$ cat config.mk
export PLATFORM = sky130hd
export DESIGN_NAME = ae_zone_mean_and_luminance
export DESIGN_NICKNAME = d
export VERILOG_FILES = /design/src/rtl/azl_pkg.sv /design/src/rtl/azl_div.sv /design/src/rtl/azl_dp.sv /design/src/rtl/azl_ctrl.sv /design/src/rtl/ae_zone_mean_and_luminance.sv
export SDC_FILE = /design/constraint.sdc
export NUM_CORES = 2
export LEC_CHECK = 0
export ABC_AREA = 1
export BUFFER_PORTS_ARGS = -buffer_cell sky130_fd_sc_hd__buf_2
export CAP_MARGIN = 20
export CELL_PAD_IN_SITES_DETAIL_PLACEMENT = 0
export CELL_PAD_IN_SITES_GLOBAL_PLACEMENT = 1
export CORE_MARGIN = 4
export CORE_UTILIZATION = 35
export CTS_CLUSTER_SIZE = 24
export DETAILED_ROUTE_END_ITERATION = 10
export PLACE_DENSITY_LB_ADDON = 0.25
export SLEW_MARGIN = 40
export SYNTH_ARGS = -nofsm -noshare
export SYNTH_HDL_FRONTEND = slang
export SYNTH_SLANG_ARGS = --single-unit
$ cat constraint.sdc
create_clock -name clk -period 7.89 [get_ports clk]
set_clock_uncertainty 0.2 [all_clocks]
set_input_delay 1.578 -clock clk [delete_from_list [all_inputs] [get_ports clk]]
set_output_delay 1.578 -clock clk [all_outputs]
set_load 0.02 [all_outputs]
$ cat src/rtl/azl_pkg.sv
// ----------------------------------------------------------------------------
// azl_pkg - shared types and constants for the zone mean / luminance block
// Field widths, stream packing, divider sizing and controller command bus.
// ----------------------------------------------------------------------------
package azl_pkg;

  // default number of exposure zones
  localparam int unsigned ZONES_DEF  = 255;

  // stream widths
  localparam int unsigned IN_DATA_W  = 88;
  localparam int unsigned OUT_DATA_W = 32;

  // field widths
  localparam int unsigned ZIDX_W     = 8;
  localparam int unsigned BIN_W      = 16;
  localparam int unsigned GAIN_W     = 16;
  localparam int unsigned MEAN_W     = 8;
  localparam int unsigned LUMA_W     = 17;

  // divider sizing: divisor up to 3 * 65535, quotient up to 65536
  localparam int unsigned DEN_W      = 18;
  localparam int unsigned QUO_W      = 17;
  localparam int unsigned DSH_W      = DEN_W + QUO_W - 1;
  localparam int unsigned LOAD_NUM_W = 24;

  // query term: mean * gain, clamped to 128.0 in Q8.8
  localparam int unsigned PROD_W     = MEAN_W + GAIN_W;
  localparam int unsigned TERM_W     = 16;
  localparam logic [TERM_W-1:0] TERM_CAP = 16'h8000;
  localparam int unsigned TERM_CAP_INT   = 32768;

  // all histogram bins together sum to this
  localparam logic [BIN_W-1:0] BIN_FULL = 16'hFFFF;

  // function and result kind codes
  localparam logic FUNC_LOAD  = 1'b0;
  localparam logic FUNC_QUERY = 1'b1;

  // controller to datapath
  typedef struct packed {
    logic capture;    // take the accepted input beat
    logic arith;      // form numerator and divisor of a load
    logic rd;         // read one zone and advance the sweep
    logic div_start;  // launch the shared divider
    logic finish;     // write back and load the result register
  } azl_cmd_t;

  // datapath to controller
  typedef struct packed {
    logic func;        // function of the item in work
    logic sweep_last;  // sweep address is at the last zone
    logic pipe_empty;  // no read or product still in flight
    logic div_busy;    // divider still iterating
  } azl_sts_t;

endpackage

$ cat src/rtl/azl_div.sv
// ----------------------------------------------------------------------------
// azl_div - iterative restoring divider
// One quotient bit per cycle, most significant first.
// ----------------------------------------------------------------------------
module azl_div import azl_pkg::*; #(
  parameter int unsigned NUM_W = LOAD_NUM_W
) (
  input  logic             clk,
  input  logic             rst_n,
  input  logic             start,
  input  logic [NUM_W-1:0] num,
  input  logic [DEN_W-1:0] den,
  output logic             busy,
  output logic [QUO_W-1:0] quo
);

  localparam int unsigned ITER_W = $clog2(QUO_W + 1);

  logic [NUM_W-1:0]  rem_r, rem_nxt;
  logic [DSH_W-1:0]  dsh_r, dsh_nxt;
  logic [QUO_W-1:0]  quo_r, quo_nxt;
  logic [ITER_W-1:0] iter_r, iter_nxt;
  logic              busy_r, busy_nxt;
  logic [DSH_W-1:0]  rem_ext;
  logic [DSH_W-1:0]  diff;
  logic              ge;

  // one compare and subtract per cycle against the shifted divisor
  always_comb begin
    rem_ext  = DSH_W'(rem_r);
    ge       = (rem_ext >= dsh_r);
    diff     = rem_ext - dsh_r;
    rem_nxt  = rem_r;
    dsh_nxt  = dsh_r;
    quo_nxt  = quo_r;
    iter_nxt = iter_r;
    busy_nxt = busy_r;
    if (start) begin
      rem_nxt  = num;
      dsh_nxt  = {den, {(QUO_W-1){1'b0}}};
      quo_nxt  = '0;
      iter_nxt = ITER_W'(QUO_W);
      busy_nxt = 1'b1;
    end else if (busy_r) begin
      if (ge) begin
        rem_nxt = diff[NUM_W-1:0];
      end
      quo_nxt  = {quo_r[QUO_W-2:0], ge};
      dsh_nxt  = dsh_r >> 1;
      iter_nxt = iter_r - 1'b1;
      busy_nxt = (iter_r != ITER_W'(1));
    end
  end

  // hold control state
  always_ff @(posedge clk) begin
    if (!rst_n) begin
      busy_r <= 1'b0;
    end else begin
      busy_r <= busy_nxt;
    end
  end

  // advance the working registers
  always_ff @(posedge clk) begin
    rem_r  <= rem_nxt;
    dsh_r  <= dsh_nxt;
    quo_r  <= quo_nxt;
    iter_r <= iter_nxt;
  end

  assign busy = busy_r;
  assign quo  = quo_r;

endmodule

$ cat src/rtl/azl_dp.sv
// ----------------------------------------------------------------------------
// azl_dp - datapath of the zone mean / luminance block
// Input capture, load arithmetic, zone store, multiply-accumulate sweep,
// shared divider and the result register.
// ----------------------------------------------------------------------------
module azl_dp import azl_pkg::*; #(
  parameter int unsigned ZONES = ZONES_DEF
) (
  input  logic                  clk,
  input  logic                  rst_n,
  input  azl_cmd_t              cmd,
  output azl_sts_t              sts,
  input  logic [IN_DATA_W-1:0]  in_tdata,
  input  logic                  in_tuser,
  output logic [OUT_DATA_W-1:0] out_tdata,
  output logic                  out_tuser
);

  localparam int unsigned AW    = (ZONES > 1) ? $clog2(ZONES) : 1;
  localparam int unsigned SUM_W = $clog2(ZONES * TERM_CAP_INT + 1);
  localparam int unsigned NUM_W = (SUM_W + 1 > LOAD_NUM_W) ? SUM_W + 1 : LOAD_NUM_W;
  localparam int unsigned PAD_W = OUT_DATA_W - LUMA_W - 1 - MEAN_W;

  // captured item
  logic                  func_r;
  logic [ZIDX_W-1:0]     zi_r;
  logic [BIN_W-1:0]      b0_r, b1_r, b3_r, b4_r;
  logic [GAIN_W-1:0]     gain_r;

  // load arithmetic
  logic [BIN_W-1:0]      b2;
  logic [LOAD_NUM_W-1:0] num_nxt, num_r;
  logic [DEN_W-1:0]      den_nxt, den_r;

  // zone store and sweep
  logic [MEAN_W-1:0]     mem [ZONES];
  logic [AW-1:0]         addr_r;
  logic [MEAN_W-1:0]     rdata_r;
  logic                  rd_v_r;
  logic [PROD_W-1:0]     prod_r;
  logic                  prod_v_r;
  logic [TERM_W-1:0]     term;
  logic [SUM_W-1:0]      acc_r;

  // divider and result
  logic [NUM_W-1:0]      div_num;
  logic [DEN_W-1:0]      div_den;
  logic                  div_busy;
  logic [QUO_W-1:0]      quo;
  logic                  den_zero;
  logic [MEAN_W-1:0]     mean;
  logic                  in_range;
  logic                  mem_we;
  logic [OUT_DATA_W-1:0] out_data_r;
  logic                  out_user_r;

  // capture the accepted beat
  always_ff @(posedge clk) begin
    if (cmd.capture) begin
      func_r <= in_tuser;
      zi_r   <= in_tdata[7:0];
      b0_r   <= in_tdata[23:8];
      b1_r   <= in_tdata[39:24];
      b3_r   <= in_tdata[55:40];
      b4_r   <= in_tdata[71:56];
      gain_r <= in_tdata[87:72];
    end
  end

  // middle bin, then weighted sum 16*b1 + 72*b2 + 128*b3 and divisor
  always_comb begin
    b2      = BIN_FULL - b0_r - b1_r - b3_r - b4_r;
    num_nxt = (LOAD_NUM_W'(b1_r) << 4) + (LOAD_NUM_W'(b2) << 6)
            + (LOAD_NUM_W'(b2) << 3) + (LOAD_NUM_W'(b3_r) << 7);
    den_nxt = DEN_W'(b1_r) + DEN_W'(b2) + DEN_W'(b3_r);
  end

  always_ff @(posedge clk) begin
    if (cmd.arith) begin
      num_r <= num_nxt;
      den_r <= den_nxt;
    end
  end

  // sweep address
  always_ff @(posedge clk) begin
    if (cmd.capture) begin
      addr_r <= '0;
    end else if (cmd.rd) begin
      addr_r <= addr_r + 1'b1;
    end
  end

  // zone store: one write port, one registered read port
  always_ff @(posedge clk) begin
    if (mem_we) begin
      mem[AW'(zi_r)] <= mean;
    end
    if (cmd.rd) begin
      rdata_r <= mem[addr_r];
    end
  end

  // pipeline valid bits of the sweep
  always_ff @(posedge clk) begin
    if (!rst_n) begin
      rd_v_r   <= 1'b0;
      prod_v_r <= 1'b0;
    end else begin
      rd_v_r   <= cmd.rd;
      prod_v_r <= rd_v_r;
    end
  end

  // mean times gain, registered
  always_ff @(posedge clk) begin
    if (rd_v_r) begin
      prod_r <= PROD_W'(rdata_r) * PROD_W'(gain_r);
    end
  end

  // clamp to 128.0 and accumulate
  assign term = (prod_r > PROD_W'(TERM_CAP)) ? TERM_CAP : prod_r[TERM_W-1:0];

  always_ff @(posedge clk) begin
    if (cmd.capture) begin
      acc_r <= '0;
    end else if (prod_v_r) begin
      acc_r <= acc_r + SUM_W'(term);
    end
  end

  // shared divider: load mean, or twice the sum over the zone count
  always_comb begin
    if (func_r == FUNC_QUERY) begin
      div_num = NUM_W'({acc_r, 1'b0});
      div_den = DEN_W'(ZONES);
    end else begin
      div_num = NUM_W'(num_r);
      div_den = den_r;
    end
  end

  azl_div #(
    .NUM_W (NUM_W)
  ) u_div (
    .clk   (clk),
    .rst_n (rst_n),
    .start (cmd.div_start),
    .num   (div_num),
    .den   (div_den),
    .busy  (div_busy),
    .quo   (quo)
  );

  // mean and write back of a load
  assign den_zero = (den_r == '0);
  assign mean     = den_zero ? '0 : quo[MEAN_W-1:0];
  assign in_range = (32'(zi_r) < ZONES);
  assign mem_we   = cmd.finish && (func_r == FUNC_LOAD) && in_range;

  // result register
  always_ff @(posedge clk) begin
    if (cmd.finish) begin
      out_user_r <= func_r;
      if (func_r == FUNC_QUERY) begin
        out_data_r <= {{PAD_W{1'b0}}, quo, 1'b0, {MEAN_W{1'b0}}};
      end else begin
        out_data_r <= {{PAD_W{1'b0}}, {LUMA_W{1'b0}}, den_zero, mean};
      end
    end
  end

  assign out_tdata = out_data_r;
  assign out_tuser = out_user_r;

  // status to the controller
  always_comb begin
    sts.func       = func_r;
    sts.sweep_last = (addr_r == AW'(ZONES - 1));
    sts.pipe_empty = !rd_v_r && !prod_v_r;
    sts.div_busy   = div_busy;
  end

endmodule

$ cat src/rtl/azl_ctrl.sv
// ----------------------------------------------------------------------------
// azl_ctrl - sequencer of the zone mean / luminance block
// Steps an item through load arithmetic or the zone sweep, the divide and
// the hand-over to the result register.
// ----------------------------------------------------------------------------
module azl_ctrl import azl_pkg::*; (
  input  logic     clk,
  input  logic     rst_n,
  input  logic     in_tvalid,
  output logic     in_tready,
  output logic     out_tvalid,
  input  logic     out_tready,
  input  azl_sts_t sts,
  output azl_cmd_t cmd
);

  typedef enum logic [2:0] {
    S_IDLE,
    S_ARITH,
    S_SWEEP,
    S_DRAIN,
    S_DIVGO,
    S_DIV,
    S_DONE
  } state_t;

  state_t state_r, state_nxt;
  logic   out_valid_r, out_valid_nxt;
  logic   in_acc;
  logic   res_free;

  assign in_tready = (state_r == S_IDLE);
  assign in_acc    = in_tvalid && in_tready;
  assign res_free  = !out_valid_r || out_tready;

  // next state and commands
  always_comb begin
    state_nxt     = state_r;
    out_valid_nxt = out_valid_r;
    cmd           = '0;
    if (out_valid_r && out_tready) begin
      out_valid_nxt = 1'b0;
    end
    case (state_r)
      S_IDLE: begin
        if (in_acc) begin
          cmd.capture = 1'b1;
          state_nxt   = S_ARITH;
        end
      end
      // form the load sums, then branch on the captured function
      S_ARITH: begin
        cmd.arith = 1'b1;
        state_nxt = (sts.func == FUNC_QUERY) ? S_SWEEP : S_DIVGO;
      end
      S_SWEEP: begin
        cmd.rd = 1'b1;
        if (sts.sweep_last) begin
          state_nxt = S_DRAIN;
        end
      end
      S_DRAIN: begin
        if (sts.pipe_empty) begin
          state_nxt = S_DIVGO;
        end
      end
      S_DIVGO: begin
        cmd.div_start = 1'b1;
        state_nxt     = S_DIV;
      end
      S_DIV: begin
        if (!sts.div_busy) begin
          state_nxt = S_DONE;
        end
      end
      S_DONE: begin
        if (res_free) begin
          cmd.finish    = 1'b1;
          out_valid_nxt = 1'b1;
          state_nxt     = S_IDLE;
        end
      end
      default: begin
        state_nxt = S_IDLE;
      end
    endcase
  end

  // hold state and the result valid
  always_ff @(posedge clk) begin
    if (!rst_n) begin
      state_r     <= S_IDLE;
      out_valid_r <= 1'b0;
    end else begin
      state_r     <= state_nxt;
      out_valid_r <= out_valid_nxt;
    end
  end

  assign out_tvalid = out_valid_r;

endmodule

$ cat src/rtl/ae_zone_mean_and_luminance.sv
// ----------------------------------------------------------------------------
// ae_zone_mean_and_luminance - per-zone mean brightness and frame luminance
// Loads zone histograms into a mean store and answers luminance queries.
// ----------------------------------------------------------------------------
// Usage
//   Input stream (in_*): in_tuser selects the function, 0 loads one zone's
//   bin counts, 1 queries the luminance estimate for the gain in in_tdata.
//   Result stream (out_*): one beat per input beat, in order; out_tuser
//   gives the kind, 0 for a zone mean, 1 for a luminance.
//   Sequence: a load passes the weighted sum, the divider launch, the
//   bit-serial divide of all 17 quotient bits, a state that sees it finish
//   and the load of the result register; a query passes a decode state,
//   the one-zone-per-cycle sweep over the single read port of the zone
//   store, the drain of the read and multiply stages, then the same divide
//   and hand-over.
//   One item is in work at a time; the next beat is taken in the cycle
//   after the previous result is loaded into the output register, even
//   while that result still waits for out_tready.
//   A stalled receiver holds the result; an item that finishes meanwhile
//   waits until the output register is free.
//   Reset (rst_n low, synchronous) empties the pipeline and drops any
//   pending result; the zone store is not cleared, so every zone must be
//   loaded before the first query.
// ----------------------------------------------------------------------------
module ae_zone_mean_and_luminance import azl_pkg::*; #(
  parameter int unsigned ZONES = ZONES_DEF
) (
  input  logic                  clk,
  input  logic                  rst_n,
  input  logic                  in_tvalid,
  output logic                  in_tready,
  // [7:0] zone_index, [23:8] bin0_count, [39:24] bin1_count,
  // [55:40] bin3_count, [71:56] bin4_count, [87:72] gain
  input  logic [IN_DATA_W-1:0]  in_tdata,
  // [0] func
  input  logic                  in_tuser,
  output logic                  out_tvalid,
  input  logic                  out_tready,
  // [7:0] zone_mean, [8] divide_error, [25:9] luminance, [31:26] zero
  output logic [OUT_DATA_W-1:0] out_tdata,
  // [0] kind
  output logic                  out_tuser
);

  azl_cmd_t cmd;
  azl_sts_t sts;

  azl_ctrl u_ctrl (
    .clk        (clk),
    .rst_n      (rst_n),
    .in_tvalid  (in_tvalid),
    .in_tready  (in_tready),
    .out_tvalid (out_tvalid),
    .out_tready (out_tready),
    .sts        (sts),
    .cmd        (cmd)
  );

  azl_dp #(
    .ZONES (ZONES)
  ) u_dp (
    .clk       (clk),
    .rst_n     (rst_n),
    .cmd       (cmd),
    .sts       (sts),
    .in_tdata  (in_tdata),
    .in_tuser  (in_tuser),
    .out_tdata (out_tdata),
    .out_tuser (out_tuser)
  );

endmodule

==> results.yml <==
finish:
  layout_commonest_cell: "edfxtp_1"
  drive_gt1_frac: 0.0719
  fillers: 29400
  fin_util: 0.396
  syn_to_final_growth_pct: 12.4
  num-nets-final: 10500
  area.sequential_um2: 69700
  multi_input_area_um2: 31800
  layout_common_cells: "edfxtp_1, nand2_1, nor2_1"
clocking:
  clk_latency_ns: 0.90
  ctsHoldBuffers: 0
  cts.sinks: 2345
  root_buffer: "clkbuf_16"
  post_cts_resized: 0
  clk_pin_slew_worst_paths_ns: 0.06
  cts_max_path_buffers: 4
  post_cts_buffers: 0
  htreeDepth: 5
  cts_tree: "yes"
  cts_buffers: 272
synth:
  ys_seq_area_frac: 0.652
  synth-edff-count: 2269
  syn_area_um2: 107000
  ys_seq_elements: 2345
  yosysWarningCount: 0
  synthArstFlopShare: 0
  netlist_instances: 10100
  synthFlopType: "edfxtp_1"
  ys_types: 46
  syn_area_per_cell_um2: 10.6
timing:
  tns_ns: 0
  slew_headroom: 0.381
  period_share: 0.883
  worstMarginPinSlew_ns: 0.926
  min_period_ns: 6.96
  hold_viol_final: 0
  setup_violations: 0
  slew_violations: 0
  rsz0062_at_grt: "false"
  max_freq_mhz: 144
drt:
  wire_per_inst_um: 22.3
  antenna_left: 0
  vias: 72300
  viasPerCell: 5.07
  routed_wl_um: 319000
  drc: 0
  drt_pass1_iterations: 6
  initialDrtViolationCount: 6960
critical_path:
  cp_max_fo: 5
  worst_path_max_delay_cell: "o21ai_0"
  cp_common_cell: "nand2_1"
  crit_required_ns: 8.30
  cp-start-kind: "flop"
  slowest_delay_ns: 0.57
  crit_type: "reg2reg"
  arrival_ns: 7.37
  end_kind: "flop"
floorplanning:
  initial_utilization: 0.352
  rows: 202
  dieArea_um2: 314000
  coreArea_um2: 303000
  pin_count: 128
  die-height_um: 560
  die_w_um: 560
placed_design:
  io_buffers: 121
  gp_congestion: 0.852
  dp.final_hpwl_um: 190000
global_route:
  grt_first_pass_wirelength_um: 473000
  antenna_found_initial: 10
  grt_max_degree: 168
  grt_overflow_total: 0
  first_global_vias: 70400
  grt.total_usage: 0.197
worst_hold_path:
  hold_path.class: "reg2reg"
run:
  maxCapViolCount: 0
status:
  status: "complete, no violations"
-- cell usage after synthesis (6+ instances only) --
master    number  area [um^2]
a21o_1        21          158
a21oi_1      252         1260
a22oi_1       46          345
a31oi_1       14         87.6
buf_1         61          229
buf_2        180          901
buf_4         38          285
buf_6         23          259
clkbuf_1     219          822
clkinv_1       6         22.5
dfxtp_1       76         1520
edfxtp_1    2269        68100
fa_1         132         2640
ha_1         176         2200
inv_1        858         3220
nand2_1     2274         8540
nand3_1      612         3060
nand3b_1       7         52.6
nand4_1       16          100
nor2_1      1600         6010
nor3_1        39          195
nor4_1        15         93.8
o211ai_1     115          863
o21a_1         7         52.6
o21ai_0      757         3790
o21ai_1       49          245
o21bai_1      18          135
o22ai_1       28          175
o31ai_1        6         45.0
or2_2         20          125
xnor2_1       37          324
xor2_1        74          648
-- state kept, by name, summed over array words and instances, names as in the netlist, 3 cells and up --
name	cells
u_dp.mem	2040
u_dp.prod_r	24
u_dp.u_div.quo	17
u_dp.out_tdata	26
u_dp.u_div.dsh_r	34
u_dp.b4_r	16
u_dp.rdata_r	8
u_dp.den_r	18
u_dp.b0_r	16
u_ctrl.state_r	3
u_dp.u_div.rem_r	24
u_dp.zi_r	8
u_dp.b3_r	16
u_dp.acc_r	23
u_dp.num_r	21
u_dp.addr_r	8
u_dp.gain_r	16
u_dp.u_div.iter_r	5
u_dp.b1_r	16
-- final cells by class --
cell class                 count  share of cell area
sequential                  2345               0.580
multi-input combinational   6346               0.265
clock buffer                 346              0.0609
tap                         3978              0.0415
inverter                     868              0.0274
timing repair buffer         250              0.0168
clock inverter               123             0.00832
antenna                        5            0.000104
-- critical path, delay by kind of cell (launching register included) --
kind	cells	cell delay [ns]
AND/OR/NAND/NOR	9	1.17
AO/OA/AOI/OAI	5	1.40
adder cells (fa/ha/maj)	6	2.60
XOR/XNOR	3	0.75
buffers and inverters	2	0.15
flip-flops	1	0.45
-- metrics by stage --
step | setup WS [ns] | cells | instance area, um^2 | hold WS, ns
after detailed placement | 1.03 | 13800 | 111000 | 0.263
after floorplan | -0.550 | 10100 | 107000 | 0.224
after global placement | 1.09 | 13800 | 111000 | 0.247
after global routing | 0.424 | 14300 | 120000 | 0.307
after CTS | 0.998 | 14300 | 120000 | 0.278
final | 0.926 | 14300 | 120000 | 0.273
-- cell families after synthesis --
kind of cell	synth area share
XOR/XNOR	0.00911
other	0.0000351
AO/OA/AOI/OAI	0.0684
adder cells (fa/ha/maj)	0.0454
buffers and inverters	0.0540
AND/OR/NAND/NOR	0.171
flip-flops	0.652
-- per-layer routing --
layer	GRT usage	wire (um)
met4	0.0515	8130
met5	0	16
met2	0.311	145000
met3	0.0256	18500
met1	0.288	147000
-- path summary, 6_finish.rpt --
path / from / to / slack [ns] / cells past startpoint
setup reg to reg: u_dp.b3_r[2]$_DFFE_PP_ / u_dp.num_r[23]$_DFFE_PN_ / 0.93 / 25
hold reg to reg: u_dp.u_div.dsh_r[0]$_SDFFE_PP0P_ / u_dp.u_div.dsh_r[0]$_SDFFE_PP0P_ / 0.27 / 2
hold / removal: u_dp.u_div.dsh_r[0]$_SDFFE_PP0P_ / u_dp.u_div.dsh_r[0]$_SDFFE_PP0P_ / 0.27 / 2
setup / recovery: u_dp.b3_r[2]$_DFFE_PP_ / u_dp.num_r[23]$_DFFE_PN_ / 0.93 / 25
Power is not shown: default switching activity piles up to over one toggle a cycle in this logic, so the estimate is an artifact.
